**src/hdl/mexpm31_pkg.sv**
```systemverilog
// Shared constants and controller/datapath command and status types for the mod 2^31-1 exponentiator.
package mexpm31_pkg;

    // Field widths
    localparam int unsigned BASE_W  = 32;
    localparam int unsigned EXP_W   = 32;
    localparam int unsigned RES_W   = 31;

    // Stream payload widths (packed, padded to whole bytes)
    localparam int unsigned S_DATA_W = 64;
    localparam int unsigned M_DATA_W = 32;

    // The Mersenne prime 2^31-1
    localparam logic [RES_W-1:0] MODULUS = {RES_W{1'b1}};

    // One shift-add step per multiplier bit
    localparam int unsigned MUL_STEPS = RES_W;
    localparam int unsigned CNT_W     = $clog2(MUL_STEPS);
    localparam logic [CNT_W-1:0] CNT_LAST = CNT_W'(MUL_STEPS - 1);

    // Commands from controller to datapath
    typedef struct packed {
        logic load;     // capture a new request, reduce the base, acc = 1
        logic start;    // clear product, load multiplicand and multiplier
        logic op_sqr;   // with start: multiplier is sq (square) instead of acc
        logic step;     // one double-and-add step of the product
        logic wr_acc;   // acc <= product
        logic wr_sq;    // sq <= product, exponent >>= 1
        logic wr_out;   // result register <= acc
    } t_cmd;

    // Status from datapath to controller
    typedef struct packed {
        logic exp_zero; // remaining exponent is zero
        logic exp_lsb;  // current exponent bit
    } t_sts;

endpackage

```
**src/hdl/mexpm31_dpath.sv**
```systemverilog
// Datapath: operand registers, shift-and-add modular multiplier and result register.
module mexpm31_dpath (
    input  logic                          i_clk,
    input  mexpm31_pkg::t_cmd             i_cmd,
    input  logic [mexpm31_pkg::BASE_W-1:0] i_base,
    input  logic [mexpm31_pkg::EXP_W-1:0]  i_exponent,
    output mexpm31_pkg::t_sts             o_sts,
    output logic [mexpm31_pkg::RES_W-1:0]  o_power
);

    // (a + b) mod p for a, b < p; 2^31 folds to 1
    function automatic logic [mexpm31_pkg::RES_W-1:0] add_mod(
        input logic [mexpm31_pkg::RES_W-1:0] a,
        input logic [mexpm31_pkg::RES_W-1:0] b
    );
        logic [mexpm31_pkg::RES_W:0] s;
        logic [mexpm31_pkg::RES_W-1:0] r;
        s = {1'b0, a} + {1'b0, b};
        if (s[mexpm31_pkg::RES_W]) begin
            r = s[mexpm31_pkg::RES_W-1:0] + mexpm31_pkg::RES_W'(1);
        end else if (s[mexpm31_pkg::RES_W-1:0] == mexpm31_pkg::MODULUS) begin
            r = '0;
        end else begin
            r = s[mexpm31_pkg::RES_W-1:0];
        end
        return r;
    endfunction

    logic [mexpm31_pkg::RES_W-1:0] r_acc;
    logic [mexpm31_pkg::RES_W-1:0] r_sq;
    logic [mexpm31_pkg::EXP_W-1:0] r_exp;
    logic [mexpm31_pkg::RES_W-1:0] r_mx;
    logic [mexpm31_pkg::RES_W-1:0] r_my;
    logic [mexpm31_pkg::RES_W-1:0] r_prod;
    logic [mexpm31_pkg::RES_W-1:0] r_power;

    logic [mexpm31_pkg::RES_W-1:0] n_base;
    logic [mexpm31_pkg::RES_W-1:0] n_prod;
    logic [mexpm31_pkg::RES_W-1:0] dbl;
    logic [mexpm31_pkg::RES_W-1:0] addend;

    // Base mod p: fold bit 31 onto bit 0 (base[30:0] + base[31] < 2p)
    always_comb begin
        n_base = add_mod(
            (i_base[mexpm31_pkg::RES_W-1:0] == mexpm31_pkg::MODULUS)
                ? '0 : i_base[mexpm31_pkg::RES_W-1:0],
            mexpm31_pkg::RES_W'(i_base[mexpm31_pkg::BASE_W-1]));
    end

    // Horner step, multiplier MSB first: 2*prod is a 31-bit rotate mod p
    always_comb begin
        dbl    = {r_prod[mexpm31_pkg::RES_W-2:0], r_prod[mexpm31_pkg::RES_W-1]};
        addend = r_my[mexpm31_pkg::RES_W-1] ? r_mx : '0;
        n_prod = add_mod(dbl, addend);
    end

    // Operand and product registers
    always_ff @(posedge i_clk) begin
        if (i_cmd.load) begin
            r_acc <= mexpm31_pkg::RES_W'(1);
            r_sq  <= n_base;
            r_exp <= i_exponent;
        end
        if (i_cmd.start) begin
            r_mx   <= r_sq;
            r_my   <= i_cmd.op_sqr ? r_sq : r_acc;
            r_prod <= '0;
        end else if (i_cmd.step) begin
            r_my   <= {r_my[mexpm31_pkg::RES_W-2:0], 1'b0};
            r_prod <= n_prod;
        end
        if (i_cmd.wr_acc) begin
            r_acc <= r_prod;
        end
        if (i_cmd.wr_sq) begin
            r_sq  <= r_prod;
            r_exp <= {1'b0, r_exp[mexpm31_pkg::EXP_W-1:1]};
        end
        if (i_cmd.wr_out) begin
            r_power <= r_acc;
        end
    end

    assign o_sts.exp_zero = (r_exp == '0);
    assign o_sts.exp_lsb  = r_exp[0];
    assign o_power        = r_power;

endmodule

```
**src/hdl/mexpm31_ctrl.sv**
```systemverilog
// Controller: sequences exponent bits, multiply steps and the stream handshakes.
module mexpm31_ctrl (
    input  logic              i_clk,
    input  logic              i_rst_n,
    input  logic              i_in_valid,
    output logic              o_in_ready,
    output logic              o_out_valid,
    input  logic              i_out_ready,
    input  mexpm31_pkg::t_sts i_sts,
    output mexpm31_pkg::t_cmd o_cmd
);

    localparam logic [2:0] ST_IDLE   = 3'd0;
    localparam logic [2:0] ST_CHECK  = 3'd1;
    localparam logic [2:0] ST_MUL    = 3'd2;
    localparam logic [2:0] ST_ACC_WB = 3'd3;
    localparam logic [2:0] ST_SQR    = 3'd4;
    localparam logic [2:0] ST_SQ_WB  = 3'd5;

    logic [2:0]                    r_state;
    logic [2:0]                    n_state;
    logic [mexpm31_pkg::CNT_W-1:0] r_cnt;
    logic [mexpm31_pkg::CNT_W-1:0] n_cnt;
    logic                          r_out_valid;
    logic                          n_out_valid;
    logic                          out_free;

    assign out_free = !r_out_valid || i_out_ready;

    // Next state and commands
    always_comb begin
        n_state     = r_state;
        n_cnt       = r_cnt;
        n_out_valid = r_out_valid && !i_out_ready;
        o_cmd       = '0;
        unique case (r_state)
            ST_IDLE: begin
                if (i_in_valid) begin
                    o_cmd.load = 1'b1;
                    n_state    = ST_CHECK;
                end
            end
            ST_CHECK: begin
                n_cnt = '0;
                if (i_sts.exp_zero) begin
                    // all exponent bits consumed: hand acc to the output register
                    if (out_free) begin
                        o_cmd.wr_out = 1'b1;
                        n_out_valid  = 1'b1;
                        n_state      = ST_IDLE;
                    end
                end else if (i_sts.exp_lsb) begin
                    o_cmd.start = 1'b1;
                    n_state     = ST_MUL;
                end else begin
                    o_cmd.start  = 1'b1;
                    o_cmd.op_sqr = 1'b1;
                    n_state      = ST_SQR;
                end
            end
            ST_MUL: begin
                o_cmd.step = 1'b1;
                n_cnt      = r_cnt + mexpm31_pkg::CNT_W'(1);
                if (r_cnt == mexpm31_pkg::CNT_LAST) begin
                    n_state = ST_ACC_WB;
                end
            end
            ST_ACC_WB: begin
                // acc done; square starts from the unchanged sq
                o_cmd.wr_acc = 1'b1;
                o_cmd.start  = 1'b1;
                o_cmd.op_sqr = 1'b1;
                n_cnt        = '0;
                n_state      = ST_SQR;
            end
            ST_SQR: begin
                o_cmd.step = 1'b1;
                n_cnt      = r_cnt + mexpm31_pkg::CNT_W'(1);
                if (r_cnt == mexpm31_pkg::CNT_LAST) begin
                    n_state = ST_SQ_WB;
                end
            end
            ST_SQ_WB: begin
                o_cmd.wr_sq = 1'b1;
                n_state     = ST_CHECK;
            end
            default: begin
                n_state = ST_IDLE;
            end
        endcase
    end

    // State registers
    always_ff @(posedge i_clk) begin
        if (!i_rst_n) begin
            r_state     <= ST_IDLE;
            r_cnt       <= '0;
            r_out_valid <= 1'b0;
        end else begin
            r_state     <= n_state;
            r_cnt       <= n_cnt;
            r_out_valid <= n_out_valid;
        end
    end

    assign o_in_ready  = (r_state == ST_IDLE);
    assign o_out_valid = r_out_valid;

endmodule

```
**src/hdl/modular_exponentiation_mersenne31_core.sv**
```systemverilog
// Top level: base^exponent mod 2^31-1 with stream input and output.
//
// Computes power = base^exponent mod 2147483647 by right-to-left square and
// multiply. The base is reduced mod p when the request is taken. Each exponent
// bit takes a check state, a shift-add multiply when the bit is set and a
// square, each product followed by its write-back state; scanning stops once
// the remaining exponent is zero, and the result register is loaded as soon as
// it is free. The single shared multiplier handles one multiplier bit per
// cycle. One request is processed at a time, and the next request is taken in
// the idle state. A new request is accepted as soon as the previous result sits
// in the output register, even if it is not yet taken.
module modular_exponentiation_mersenne31_core (
    input  logic                                i_clk,
    input  logic                                i_rst_n,
    input  logic                                s_axis_tvalid,
    output logic                                s_axis_tready,
    input  logic [mexpm31_pkg::S_DATA_W-1:0]    s_axis_tdata,  // base[31:0], exponent[63:32]
    output logic                                m_axis_tvalid,
    input  logic                                m_axis_tready,
    output logic [mexpm31_pkg::M_DATA_W-1:0]    m_axis_tdata   // power[30:0], zero pad[31]
);

    mexpm31_pkg::t_cmd              cmd;
    mexpm31_pkg::t_sts              sts;
    logic [mexpm31_pkg::RES_W-1:0]  power;

    mexpm31_ctrl u_ctrl (
        .i_clk       (i_clk),
        .i_rst_n     (i_rst_n),
        .i_in_valid  (s_axis_tvalid),
        .o_in_ready  (s_axis_tready),
        .o_out_valid (m_axis_tvalid),
        .i_out_ready (m_axis_tready),
        .i_sts       (sts),
        .o_cmd       (cmd)
    );

    mexpm31_dpath u_dpath (
        .i_clk      (i_clk),
        .i_cmd      (cmd),
        .i_base     (s_axis_tdata[mexpm31_pkg::BASE_W-1:0]),
        .i_exponent (s_axis_tdata[mexpm31_pkg::BASE_W +: mexpm31_pkg::EXP_W]),
        .o_sts      (sts),
        .o_power    (power)
    );

    assign m_axis_tdata = {{(mexpm31_pkg::M_DATA_W - mexpm31_pkg::RES_W){1'b0}}, power};

    // A new request makes the block busy on the next cycle
    a_load_busy: assert property (@(posedge i_clk) disable iff (!i_rst_n)
        cmd.load |=> !s_axis_tready)
        else $error("request accepted but block still ready");

    // Result register is written only when free
    a_out_no_overwrite: assert property (@(posedge i_clk) disable iff (!i_rst_n)
        cmd.wr_out |-> (!m_axis_tvalid || m_axis_tready))
        else $error("result overwritten before it was taken");

    // Result is written only after the whole exponent has been consumed
    a_out_exp_done: assert property (@(posedge i_clk) disable iff (!i_rst_n)
        cmd.wr_out |-> sts.exp_zero)
        else $error("result written with exponent bits left");

    // A delivered power is fully reduced
    a_out_reduced: assert property (@(posedge i_clk) disable iff (!i_rst_n)
        m_axis_tvalid |-> (power != mexpm31_pkg::MODULUS))
        else $error("result not reduced mod p");

endmodule
```
**config.mk**
```make
export PLATFORM = sky130hd
export DESIGN_NAME = modular_exponentiation_mersenne31_core
export DESIGN_NICKNAME = d
export VERILOG_FILES = /design/src/hdl/mexpm31_pkg.sv /design/src/hdl/mexpm31_dpath.sv /design/src/hdl/mexpm31_ctrl.sv /design/src/hdl/modular_exponentiation_mersenne31_core.sv
export SDC_FILE = /design/constraint.sdc
export NUM_CORES = 1
export LEC_CHECK = 0
export BUFFER_PORTS_ARGS = -buffer_cell sky130_fd_sc_hd__buf_2
export CAP_MARGIN = 10
export CORE_MARGIN = 4
export CORE_UTILIZATION = 40
export DETAILED_ROUTE_END_ITERATION = 16
export PLACE_DENSITY = 0.57
export SYNTH_ARGS = -nofsm -noshare
export SYNTH_HDL_FRONTEND = slang
export SYNTH_SLANG_ARGS = --single-unit
```
**constraint.sdc**
```tcl
create_clock -name i_clk -period 4.65 [get_ports i_clk]
set_input_delay 0.2325 -clock i_clk [delete_from_list [all_inputs] [get_ports i_clk]]
set_output_delay 0.2325 -clock i_clk [all_outputs]
set_load 0.01 [all_outputs]
```
======== After elaboration in Yosys (flattened, before gate mapping) ========
Cells that the tools add are included.
word-level totals
  flip-flop bits (word level) ............. 227
  latch bits .............................. 0
  bits in writable memories ............... 0
  bits in read-only memories .............. 0
  input port bits ......................... 68
  output and inout bits ................... 34
  memories ................................ 0
cells by class
  add/sub/neg operators ................... 5
  $mul .................................... 0
  divide/modulo/power cells ............... 0
  magnitude comparators ................... 0
  equal/unequal tests ..................... 13
  shift operators ......................... 0
  muxes and demuxes ....................... 37
  bitwise gates (word level) .............. 0
  reductions and logical operators ........ 13
operators with widths
  kind                                                    count
  two-way mux 31 bit                                      15
  equality test 31 bit (second input constant)            3
  adder 31 x 1 -> 31 bit (second input constant)          2
  adder 31 x 1 -> 32 bit                                  1
  adder 31 x 31 -> 32 bit                                 1
  zero test 32 bit                                        1
  two-way mux 3 bit                                       6
  one-hot mux 3 bit (6 select lines)                      1
  two-way mux 1 bit                                       12
  one-hot mux 5 bit (2 select lines)                      1
  nonzero test 2 bit                                      4
  equality test 3 x 2 -> 1 bit (second input constant)    2
  equality test 3 bit (second input constant)             2
  adder 5 x 1 -> 5 bit (second input constant)            1
  equality test 5 bit (second input constant)             1
  inequality test 2 x 1 -> 1 bit (second input constant)  2
  one-hot mux 2 bit (2 select lines)                      1
  AND reduction 4 bit                                     1
  OR reduction 2 bit                                      2
  equality test 3 x 1 -> 1 bit (second input constant)    1
  zero test 3 bit                                         1
  inequality test 3 x 2 -> 1 bit (second input constant)  1
  zero test 1 bit                                         2
  two-way mux 2 bit                                       1
  other kinds (3)                                         3

======== Longest topological paths before layout ========
Gate-level depths: netlist of the first run.
  depth after elaboration ................. 8
  depth in mapped cells ................... 21
  gate-level depth less buffers ........... 17

======== Hierarchy ========
From an unflattened synthesis of the first run, not the netlist that was laid out.
second synthesis, totals
  cell total of the unflattened synthesis .. 1238
  area, all modules ....................... 13030.0 um2
modules (own cells, without submodules)
  module                                  times used  cells an instance  area each (um2)  seq. area each (um2)
  mexpm31_dpath                           1           1166               12468.2          6226.0
  mexpm31_ctrl                            1           70                 550.5            180.2
  modular_exponentiation_mersenne31_core  1           2                  11.3             0.0

======== Worst setup path after synthesis of the first run ========
Ideal clock, no wire load.
  path type ............................... in2reg
  start point ............................. input port s_axis_tdata[12] (netlist name)
  end point ............................... register u_dpath.r_sq[13] (netlist name) (data pin)
  setup time .............................. 0.260 ns
  arrival time ............................ 4.118 ns
  slack ................................... 0.271 ns
  stages on the path ...................... 20
  path buffers ............................ 4
  path through ............................ buf_4 > and4_4 > nand2_2 > nor4_1 > and2_0 > buf_2 > nor2b_1 > ha_1 > and4_1 > buf_4 > nand2_4 > xor2_1 > or4_1 > or4_1 > a21oi_1 > nand4b_1 > nor3_4 > or3_4 > buf_6 > o22ai_1
on the way
  word-level cells in the longest chain between the ends .. 8
  elaborated cells between the ends (all ways) .. 9
  classes of those cells .................. 2 x add/sub; 2 x eq/ne; 5 x mux
RTL lines
  item                                                                            RTL line                                      RTL
  from (decl)                                                                     modular_exponentiation_mersenne31_core.sv:17  input logic [mexpm31_pkg::S_DATA_W-1:0] s_axis_tdata,
  equality test 31 bit                                                            mexpm31_dpath.sv:45                           (i_base[mexpm31_pkg::RES_W-1:0] == mexpm31_pkg::MODULUS)
  two-way mux 31 bit (*)                                                          mexpm31_dpath.sv:46                           ? '0 : i_base[mexpm31_pkg::RES_W-1:0],
  adder 31 x 1 -> 32 bit (*)                                                      mexpm31_dpath.sv:18                           s = {1'b0, a} + {1'b0, b};
  parallel branches: the longest is 2 deep, another holds adder 31 x 1 -> 31 bit  n/a
  two-way mux 31 bit (*)                                                          mexpm31_dpath.sv:19                           if (s[mexpm31_pkg::RES_W]) begin
  two-way mux 31 bit (*)                                                          mexpm31_dpath.sv:59                           if (i_cmd.load) begin
  two-way mux 31 bit (*)                                                          mexpm31_dpath.sv:75                           if (i_cmd.wr_sq) begin
  to (signal assigned)                                                            mexpm31_dpath.sv:61                           r_sq <= n_base;
  to (signal assigned)                                                            mexpm31_dpath.sv:76                           r_sq <= r_prod;
  to (decl)                                                                       mexpm31_dpath.sv:30                           logic [mexpm31_pkg::RES_W-1:0] r_sq;
Every way passes the cells marked *. The select of a mux whose other input is x is not followed.
A chain may end at the register's enable or synchronous reset.

======== Final worst setup path of the first run ========
  start point ............................. register u_dpath.r_my[30] (netlist name)
  end point ............................... register u_dpath.r_prod[16] (netlist name)
on the way
  word-level cells in the longest chain between the ends .. 5
  elaborated cells between the ends (all ways) .. 6
  classes of those cells .................. 2 x add/sub; 1 x eq/ne; 3 x mux
RTL lines
  item                                                                            RTL line             RTL
  from (decl)                                                                     mexpm31_dpath.sv:33  logic [mexpm31_pkg::RES_W-1:0] r_my;
  from (signal assigned)                                                          mexpm31_dpath.sv:66  r_my <= i_cmd.op_sqr ? r_sq : r_acc;
  from (signal assigned)                                                          mexpm31_dpath.sv:69  r_my <= {r_my[mexpm31_pkg::RES_W-2:0], 1'b0};
  two-way mux 31 bit (*)                                                          mexpm31_dpath.sv:53  addend = r_my[mexpm31_pkg::RES_W-1] ? r_mx : '0;
  adder 31 x 31 -> 32 bit (*)                                                     mexpm31_dpath.sv:18
  parallel branches: the longest is 2 deep, another holds adder 31 x 1 -> 31 bit  n/a
  two-way mux 31 bit (*)                                                          mexpm31_dpath.sv:19
  to (signal assigned)                                                            mexpm31_dpath.sv:70  r_prod <= n_prod;
  to (decl)                                                                       mexpm31_dpath.sv:34  logic [mexpm31_pkg::RES_W-1:0] r_prod;
Every way passes the cells marked *.

==> flow_summary_export.csv, run 1 <==
group,metric,value,unit
floorplan,ios,102,
timing,setup_viol,0,
floorplan,die-area,34700,um2
status,status,"complete, no violations",
final_layout,stdcell_area,14900,um2
power_and_ir_drop,seqPwrFrac,41.4,%
place,numPortBuffers,100,
yosys,yosys_most_used_dff,"edfxtp_1",
final_layout,mostFrequentLayoutCells,"nand2_1 (256), edfxtp_1 (186), buf_2 (100)",
yosys,synth_xor_area_share,4.41,%
setup_path,crit_fanout,12,
timing,worst_slew_pin_slew,1110,ps
global_route,antenna_found_initial,0,
route,wirelength,37.4,mm
setup_path,startpoint_type,"flip-flop",
clock_tree,cts-root-buf,"clkbuf_16",
floorplan,coreArea,31500,um2
yosys,synth_cells,1289,
timing,slew_headroom,26.2,%
final_layout,fillers,2963,
clock_tree,cts_setup_buffers,0,
setup_path,end_kind,"flip-flop",
setup_path,r2r_start,"u_dpath.r_my[30]",
yosys,synth_compound_area_share,13.3,%
setup_path,required,5090,ps
yosys,synth_simple_gate_area_share,23.0,%
place,place_area,13800,um2
power_and_ir_drop,ir_drop,0.252,mV
setup_path,crit_type,"reg -> reg",
yosys,synth_warnings,0,
route,dr.first_iter.drc_count,770,
timing,drv_slew,0,
timing,fin_crit_sh,91.7,%
clock_tree,clockBufferDepth,3,
final_layout,regArea,6410,um2
floorplan,fp-row-count,65,
yosys,synthDistinctLibCells,79,
route,drc,0,
power_and_ir_drop,swShare,34.4,%
floorplan,die_w,186,um
timing,finalHoldViolCount,0,
route,wl_per_cell,20.2,um
timing,clock_skew,11.2,ps
route,vias_per_cell,5.64,
yosys,syn-cell-area,12700,um2
final_layout,area_growth,17.4,%
min_path,worstHoldStart,"i_rst_n",
yosys,ys_ff_latch,227,
yosys,avgSynthCellArea,9.87,um2
global_route,grt_pass1_vias,10200,
power_and_ir_drop,switching_power,2.37,mW
yosys,synthMuxAreaShare,2.36,%
timing,fmax,235,MHz
route,postRouteAntennaNets,0,
power_and_ir_drop,p_clk_share,29.0,%
clock_tree,cts_made_buffers,25,
yosys,synth_top_family_by_area,"simple AND/OR/NAND/NOR gates",
yosys,synthAdderAreaFrac,3.80,%
setup_path,startpoint,"u_dpath.r_my[30]",
final_layout,layout_commonest_cell,"nand2_1",
yosys,synth_edf_count,186,
run,drv_cap,0,
yosys,async_flop_share,0,%
global_route,grt-ovfl-total,0,
floorplan,start_util,40.4,%
yosys,synth-seq-area-share,50.4,%
min_path,min_path_type,"in -> reg",
final_layout,drive_above_1_share,15.0,%
final_layout,multiInputGateArea,6010,um2
clock_tree,h-tree-depth,1,
clock_tree,cts_sinks,227,
power_and_ir_drop,powerDensity,462,nW/um2
place,routabilityCongestion,0.902,
yosys,synth_nets,1395,
global_route,grt_usage,21.0,%
clock_tree,insertion_delay,520,ps
floorplan,die_y,186,um
power_and_ir_drop,combPwrFrac,29.6,%
route,first_pass_iters,6,
place,numPlacedInstances,1772,
setup_path,arrival,4700,ps
global_route,grt_pass1_wl,59.0,mm
power_and_ir_drop,p_leak,5.82,nW
final_layout,final_cells,1849,
power_and_ir_drop,cellInternalPower,4.53,mW
clock_tree,path_clk_slew,60,ps
place,hpwlAfterDp,27.4,mm
timing,period_needed,4260,ps
global_route,grt_max_degree,66,
route,vias,10400,
final_layout,nets,1535,
clock_tree,cts_tree,"yes",
-- power by group through the flow --
| stage | combinational [mW] | sequential (mW) | clock [mW] |
|---|---|---|---|
| 3_3_place_gp | 1.96 | 2.90 | 0 |
| 4_1_cts | 2.02 | 2.86 | 2.04 |
| 3_5_place_dp | 1.99 | 2.90 | 0 |
| 5_1_grt | 2.28 | 2.88 | 2.13 |
| 6_report | 2.04 | 2.86 | 2.00 |
| 2_1_floorplan | 1.45 | 2.72 | 0 |
-- metrics by stage --
stage	setup WS (ps)	hold WS (ps)	utilization, %	setup TNS, ps	power (mW)
2_1_floorplan	271	350	-	0	4.17
3_3_place_gp	86.6	431	43.8	0	4.86
3_5_place_dp	-83.4	434	43.8	-325	4.89
4_1_cts	367	8.26	47.4	0	6.92
5_1_grt	-5.63	35.7	47.4	-5.63	7.29
6_report	386	22.1	47.4	0	6.91
-- routing by layer --
layer  wire length [um]  up-vias  global-route usage (%)
li1                   -     5039                       -
met5                  0        -                       0
met2              18100      313                    36.1
met1              16300     5031                    28.4
met3               2030       54                    2.84
met4                966        0                    5.18
-- Yosys cell counts, drive strengths merged, types with 4 or more instances --
cell type	number	area share, %
a211oi	6	0.39
edfxtp	186	44
buf	22	1.1
a21oi	60	2.4
nor2	50	1.5
nand4	23	1.1
o21ai	116	4.8
o31ai	9	0.53
xnor2	36	2.5
nand3b	6	0.35
nor4	16	0.90
a32oi	6	0.41
xor2	28	1.9
a21o	13	0.77
o211ai	14	0.83
nor3	23	1.0
o21a	5	0.30
mux2i	30	2.4
ha	37	3.6
or3	10	0.53
nor2b	12	0.59
or4	6	0.38
nand2b	6	0.30
dfxtp	41	6.5
a31oi	5	0.25
and3	47	2.3
and2	43	2.1
o21bai	4	0.24
nor3b	8	0.47
inv	13	0.38
nand2	261	7.8
or2	4	0.20
o2111ai	4	0.28
nand3	40	1.6
clkbuf	41	1.2
and4	15	1.1
-- worst max-delay path: stages (launching register included) --
cell      delay [ps]
edfxtp_1         530
buf_4            230
and2_1           160
ha_1             500
nand2_1          130
a211oi_1         410
a211oi_2         240
o21ai_0          370
a41o_1           430
buf_4            210
nand2_1           70
nor2_1           390
nand2_1          120
or3_1            320
o211ai_1          90
-- timing repair --
action,in CTS,in global routing
setup endpoints to repair,0,5
endpoints found under the hold margin,32,0
hold buffers,32,0
gates resized for setup,0,2
-- final timing paths --
kind                              end  slack [ps]  cells after the start
setup / recovery   u_dpath.r_prod[16]         390                     14
hold / removal     u_ctrl.o_out_valid          20                      2
setup reg to reg   u_dpath.r_prod[16]         390                     14
hold reg to reg   u_dpath.o_power[21]         450                      0
-- final cells by class --
type,instances,share of cell area (%)
Tap cell,402,3.37
Antenna cell,2,0.0335
Inverter,13,0.327
Multi-Input combinational cell,986,40.3
Clock buffer,30,4.32
Timing Repair Buffer,176,7.71
Clock inverter,13,1.10
Sequential cell,227,42.9
-- state kept, by name, indices dropped and copies added (netlist names) --
signal / flops
u_dpath.r_sq: 31
u_ctrl.o_out_valid: 1
u_dpath.r_mx: 31
u_dpath.r_exp: 32
u_dpath.r_my: 31
u_dpath.r_prod: 31
u_dpath.o_power: 31
u_ctrl.r_cnt: 5
u_ctrl.r_state: 3
u_dpath.r_acc: 31
-- logic make-up (layout without fill, tap and decap cells) --
kind of cell | count (synthesis) | after routing
and+or+nand+nor | 580 | 580
AOI/OAI and AO/OA | 273 | 273
DFF | 227 | 227
buffers and inverters | 76 | 232
xor gates and xnor gates | 64 | 64
adders and majority gates | 38 | 38
muxes | 30 | 30
other | 1 | 3
Power figures use the tool's default switching activity.
==> run 2, diff against run 1 <==
Settings changed: CTS_BUF_LIST from default to sky130_fd_sc_hd__clkbuf_8.
==> run 2 against run 1 <==
  * First-iteration DRC count increased by 12%
  * Clock skew is 5.7 ps higher
  * Routed wire length is 1.2% higher
  * Design area fell by 0.70%
  * Sequential share of layout area grew 0.30 points
  * Global-route usage increased by 0.31 points
  * Utilization is 0.33 points lower
  * Critical path depth down 1
==> flow_summary_export.csv, run 2 (synthesis gave the netlist of run 1 again) <==
group,metric,value,unit
floorplan,ios,102,
clock_tree,insertion_delay,530,ps
floorplan,start_util,40.4,%
place,place_area,13800,um2
min_path,min_path_type,"in -> reg",
setup_path,crit_fanout,11,
route,wirelength,37.9,mm
power_and_ir_drop,p_clk_share,25.5,%
power_and_ir_drop,p_leak,5.86,nW
timing,finalHoldViolCount,0,
place,numPortBuffers,100,
status,status,"complete, no violations",
route,drc,0,
power_and_ir_drop,swShare,36.6,%
power_and_ir_drop,switching_power,2.41,mW
power_and_ir_drop,combPwrFrac,31.0,%
timing,fmax,234,MHz
clock_tree,cts_made_buffers,39,
final_layout,largest_register_ffs,32,
place,place_ws,-83.4,ps
route,wl_met2,18.2,mm
route,vias,10500,
final_layout,layout_commonest_cell,"nand2_1",
timing,fin_crit_sh,92.0,%
timing,hold_ws,37.9,ps
setup_path,r2r_end,"u_dpath.r_prod[30]",
setup_path,required,5060,ps
route,first_pass_iters,5,
global_route,grt_pass1_wl,59.5,mm
clock_tree,clockBufferDepth,3,
min_path,worstHoldStart,"s_axis_tvalid",
min_path,min_to,"u_dpath.r_exp[31]",
final_layout,mostFrequentLayoutCells,"nand2_1 (256), edfxtp_1 (186), buf_2 (100)",
final_layout,fin_util,47.1,%
global_route,grt_usage,21.3,%
global_route,antenna_found_initial,1,
timing,setup_tns,0,ps
clock_tree,cts-root-buf,"clkbuf_8",
route,dr.first_iter.drc_count,859,
timing,worst_slew_pin_slew,1130,ps
final_layout,drive_above_1_share,15.9,%
route,top_layer_used,"met5",
run,drv_cap,0,
route,wl_met3,2.33,mm
power_and_ir_drop,ir_drop,0.215,mV
floorplan,fp-row-count,65,
clock_tree,cts_tree,"yes",
global_route,grt_pass1_vias,10300,
floorplan,die_w,186,um
timing,clock_skew,16.9,ps
final_layout,stdcell_area,14800,um2
clock_tree,cts_sinks,227,
route,wl_met1,16.3,mm
route,wl_per_cell,20.2,um
timing,slew_headroom,24.7,%
setup_path,end_kind,"flip-flop",
final_layout,regMostFlops,"u_dpath.r_exp",
place,numPlacedInstances,1772,
global_route,grt-ovfl-total,0,
route,vias_per_cell,5.61,
route,postRouteAntennaNets,0,
clock_tree,h-tree-depth,2,
setup_path,startpoint_type,"flip-flop",
place,hpwlAfterDp,27.4,mm
final_layout,nets,1550,
min_path,holdPathStages,3,
power_and_ir_drop,power,6.57,mW
setup_path,worst_r2r_path_depth,13,
power_and_ir_drop,cellInternalPower,4.16,mW
floorplan,coreArea,31500,um2
timing,period_needed,4280,ps
floorplan,die-area,34700,um2
clock_tree,path_clk_slew,70,ps
setup_path,rrSetupSlack,370,ps
timing,rsz0062_at_grt,"no",
setup_path,crit_type,"reg -> reg",
power_and_ir_drop,powerDensity,443,nW/um2
timing,drv_slew,0,
timing,setup_slack,373,ps
power_and_ir_drop,seqPwrFrac,43.5,%
place,routabilityCongestion,0.902,
final_layout,antenna_cells,0,
global_route,grt_max_degree,66,
floorplan,die_y,186,um
setup_path,r2r_start,"u_dpath.r_my[30]",
final_layout,final_cells,1876,
final_layout,area_growth,16.6,%
setup_path,arrival,4680,ps
timing,setup_viol,0,
==> run 2: cell type report <==
| class | count | area (um2) |
|---|---|---|
| Multi-Input combinational cell | 986 | 6010 |
| Clock inverter | 29 | 120 |
| Timing Repair Buffer | 177 | 1160 |
| Inverter | 13 | 48.8 |
| Tap cell | 402 | 503 |
| Fill cell | 2984 | 16600 |
| Sequential cell | 227 | 6410 |
| Clock buffer | 42 | 578 |
==> run 2: power groups by stage <==
stage / registers [mW] / clock network (mW) / logic (mW)
floorplan: 2.72 / 0 / 1.45
global placement: 2.90 / 0 / 1.96
detailed placement: 2.90 / 0 / 1.99
CTS: 2.86 / 1.72 / 2.02
global route: 2.88 / 1.81 / 2.28
finish: 2.86 / 1.67 / 2.04
==> run 2: what timing repair did <==
action                                  4_1_cts  5_1_grt
hold buffers                                 33        0
setup buffers                                 0        0
resized for setup                             0        2
endpoints found under the setup margin        0        5
endpoints found under the hold margin        34        0
==> run 2: per-layer routing <==
layer | up-vias | global-route usage [%]
li1 | 5069 | -
met1 | 5034 | 28.5
met2 | 354 | 35.9
met3 | 71 | 3.54
met4 | 2 | 6.43
met5 | - | 0
==> run 2: worst max-delay path by stage <==
stage	slack, ps	from	to
floorplan	270	s_axis_tdata[12]	u_dpath.r_sq[13]
global placement	90	s_axis_tdata[18]	u_dpath.r_sq[6]
detailed placement	-80	s_axis_tdata[18]	u_dpath.r_sq[9]
CTS	360	u_dpath.r_my[30]	u_dpath.r_prod[29]
global route	20	u_dpath.r_my[30]	u_dpath.r_prod[29]
finish	370	u_dpath.r_my[30]	u_dpath.r_prod[30]
==> run 2: critical path, stage by stage, from the launching register on <==
cell	delay [ps]
edfxtp_1	540
buf_4	230
and2_1	160
ha_1	370
a21oi_1	350
o21ai_0	130
a21oi_1	350
nand2_1	190
a311oi_1	550
and3b_1	240
nor2b_1	390
and3_1	390
a21o_1	170
o211ai_1	80
==> run 3, diff against run 2 <==
Settings changed: CELL_PAD_IN_SITES_DETAIL_PLACEMENT from default to 1, CELL_PAD_IN_SITES_GLOBAL_PLACEMENT from default to 1, PLACE_DENSITY 0.57 to 0.7.
==> run 3 against run 2 <==
  * Total power is 0.80% higher
  * Sequential cell count stayed put
  * Via count is 1.5% higher
  * Cell count hardly changed
  * Sequential power hardly changed
  * Combinational power is 3% higher
  * Routed wire length is 7.6% higher
  * Utilization hardly changed
  * Global-route usage is 1.5 points higher
  * Sequential share of layout area hardly changed
==> flow_summary_export.csv, run 3 (synthesis gave the netlist of run 1 again) <==
group,metric,value,unit
final_layout,fillers,3604,
setup_path,crit_fanout,16,
final_layout,nets,1550,
run,drv_cap,0,
floorplan,start_util,40.4,%
setup_path,end_kind,"flip-flop",
setup_path,rrSetupSlack,380,ps
route,wirelength,40.7,mm
setup_path,startpoint_type,"flip-flop",
setup_path,arrival,4670,ps
min_path,min_to,"u_dpath.r_exp[31]",
power_and_ir_drop,power,6.62,mW
route,postRouteAntennaNets,0,
floorplan,die-area,34700,um2
global_route,grt_pass1_vias,11000,
floorplan,die_w,186,um
setup_path,r2r_start,"u_dpath.r_my[30]",
timing,fin_crit_sh,91.9,%
min_path,holdPathStages,3,
final_layout,drive_above_1_share,15.5,%
power_and_ir_drop,ir_drop,0.209,mV
global_route,grt-ovfl-total,0,
floorplan,coreArea,31500,um2
timing,period_needed,4270,ps
clock_tree,h-tree-depth,2,
clock_tree,cts_sinks,227,
place,routabilityCongestion,0.902,
final_layout,area_growth,16.7,%
timing,fmax,234,MHz
route,first_pass_iters,5,
timing,setup_viol,0,
timing,slew_headroom,27.6,%
power_and_ir_drop,p_leak,5.85,nW
route,wl_per_cell,21.7,um
clock_tree,insertion_delay,540,ps
clock_tree,cts_tree,"yes",
final_layout,final_cells,1875,
setup_path,worst_r2r_path_depth,15,
place,numPortBuffers,100,
global_route,grt_pass1_wl,63.2,mm
route,vias,10700,
power_and_ir_drop,powerDensity,446,nW/um2
floorplan,fp-row-count,65,
global_route,grt_max_degree,66,
setup_path,crit_type,"reg -> reg",
timing,clock_skew,22.6,ps
global_route,grt_usage,22.8,%
route,drc,0,
min_path,worstHoldStart,"s_axis_tvalid",
clock_tree,cts_made_buffers,40,
floorplan,die_y,186,um
final_layout,antenna_cells,0,
clock_tree,path_clk_slew,60,ps
timing,worst_slew_pin_slew,1080,ps
final_layout,layout_commonest_cell,"nand2_1",
min_path,min_path_type,"in -> reg",
place,numPlacedInstances,1770,
setup_path,required,5050,ps
setup_path,r2r_end,"u_dpath.r_prod[2]",
timing,rsz0062_at_grt,"no",
timing,drv_slew,0,
status,status,"complete, no violations",
global_route,antenna_found_initial,0,
final_layout,regMostFlops,"u_dpath.r_exp",
floorplan,ios,102,
place,hpwlAfterDp,30.1,mm
timing,finalHoldViolCount,0,
route,vias_per_cell,5.70,
clock_tree,cts-root-buf,"clkbuf_8",
route,dr.first_iter.drc_count,689,
final_layout,largest_register_ffs,32,
clock_tree,clockBufferDepth,3,
final_layout,mostFrequentLayoutCells,"nand2_1 (256), edfxtp_1 (186), buf_2 (100)",
run 3: cell types whose count changed in the layout (fill, tap and decap cells not counted), moves of 2 or more:
| cell | previous run | this run |
|---|---|---|
| buf_12 | 0 | 2 |
| buf_4 | 44 | 41 |
| clkinv_2 | 6 | 1 |
| clkinvlp_4 | 1 | 3 |
| clkinv_1 | 7 | 9 |
run 3: layout make-up:
class / instances / area [um2] / area share [%]
inverters: 13 / 48.8 / 0.329
clock buffers: 42 / 578 / 3.90
flip-flops and latches: 227 / 6410 / 43.2
repair buffers: 176 / 1180 / 7.94
multi-input cells: 986 / 6000 / 40.5
well taps: 402 / 503 / 3.39
clock inverters: 29 / 121 / 0.818
run 3: critical path, cell delays in order (launching register included):
cell and delay (ps):
edfxtp_1 420, buf_12 170, and2_1 140, ha_1 220
fa_1 410, a21o_1 220, and4_1 280, o21ai_1 360
nand4b_1 200, and3_1 230, nor4_1 400, and4_1 410
nand4_1 160, nand2_1 180, buf_4 210, o21ai_0 110
run 3: through the flow:
step	hold WS (ps)	utilization, %	setup TNS, ps	setup slack [ps]	cell area (um2)
6_report	26.0	47.2	0	376	14800
5_1_grt	41.1	47.2	0	76.5	14800
4_1_cts	8.21	47.1	0	225	14800
3_5_place_dp	435	43.8	-41.6	-21.6	13800
3_3_place_gp	430	43.8	0	120	13800
2_1_floorplan	350	-	0	271	12700
run 3: routing by layer:
metal,GRT usage [%],vias up,part of all wire [%]
met5,0,-,0
met4,6.85,0,2.9
met3,2.84,73,4.7
met2,37.3,280,46
met1,31.9,5267,46
li1,-,5065,-
run 3: repair_timing:
action                                  CTS  global route
endpoints found under the setup margin    0            27
buffers inserted                          0             1
hold buffers                             33             0
resized for setup                         0             1
endpoints found under the hold margin    33             0
run 3: worst max-delay path by stage:
| stage | startpoint | end | slack [ps] | cells past startpoint |
|---|---|---|---|---|
| 3_3_place_gp | s_axis_tdata[7] | u_dpath.r_sq[5] | 120 | 17 |
| 3_5_place_dp | s_axis_tdata[9] | u_dpath.r_sq[6] | -20 | 17 |
| 5_1_grt | u_dpath.r_my[30] | u_dpath.r_prod[7] | 80 | 14 |
| 4_1_cts | u_dpath.r_my[30] | u_dpath.r_prod[29] | 220 | 12 |
| 2_1_floorplan | s_axis_tdata[12] | u_dpath.r_sq[13] | 270 | 20 |
| 6_report | u_dpath.r_my[30] | u_dpath.r_prod[2] | 380 | 15 |
run 3: power breakdown:
part           internal (mW)  total, mW  switching (mW)
logic                  0.793       2.10            1.30
clock network          0.834       1.66           0.829
registers               2.55       2.86           0.309
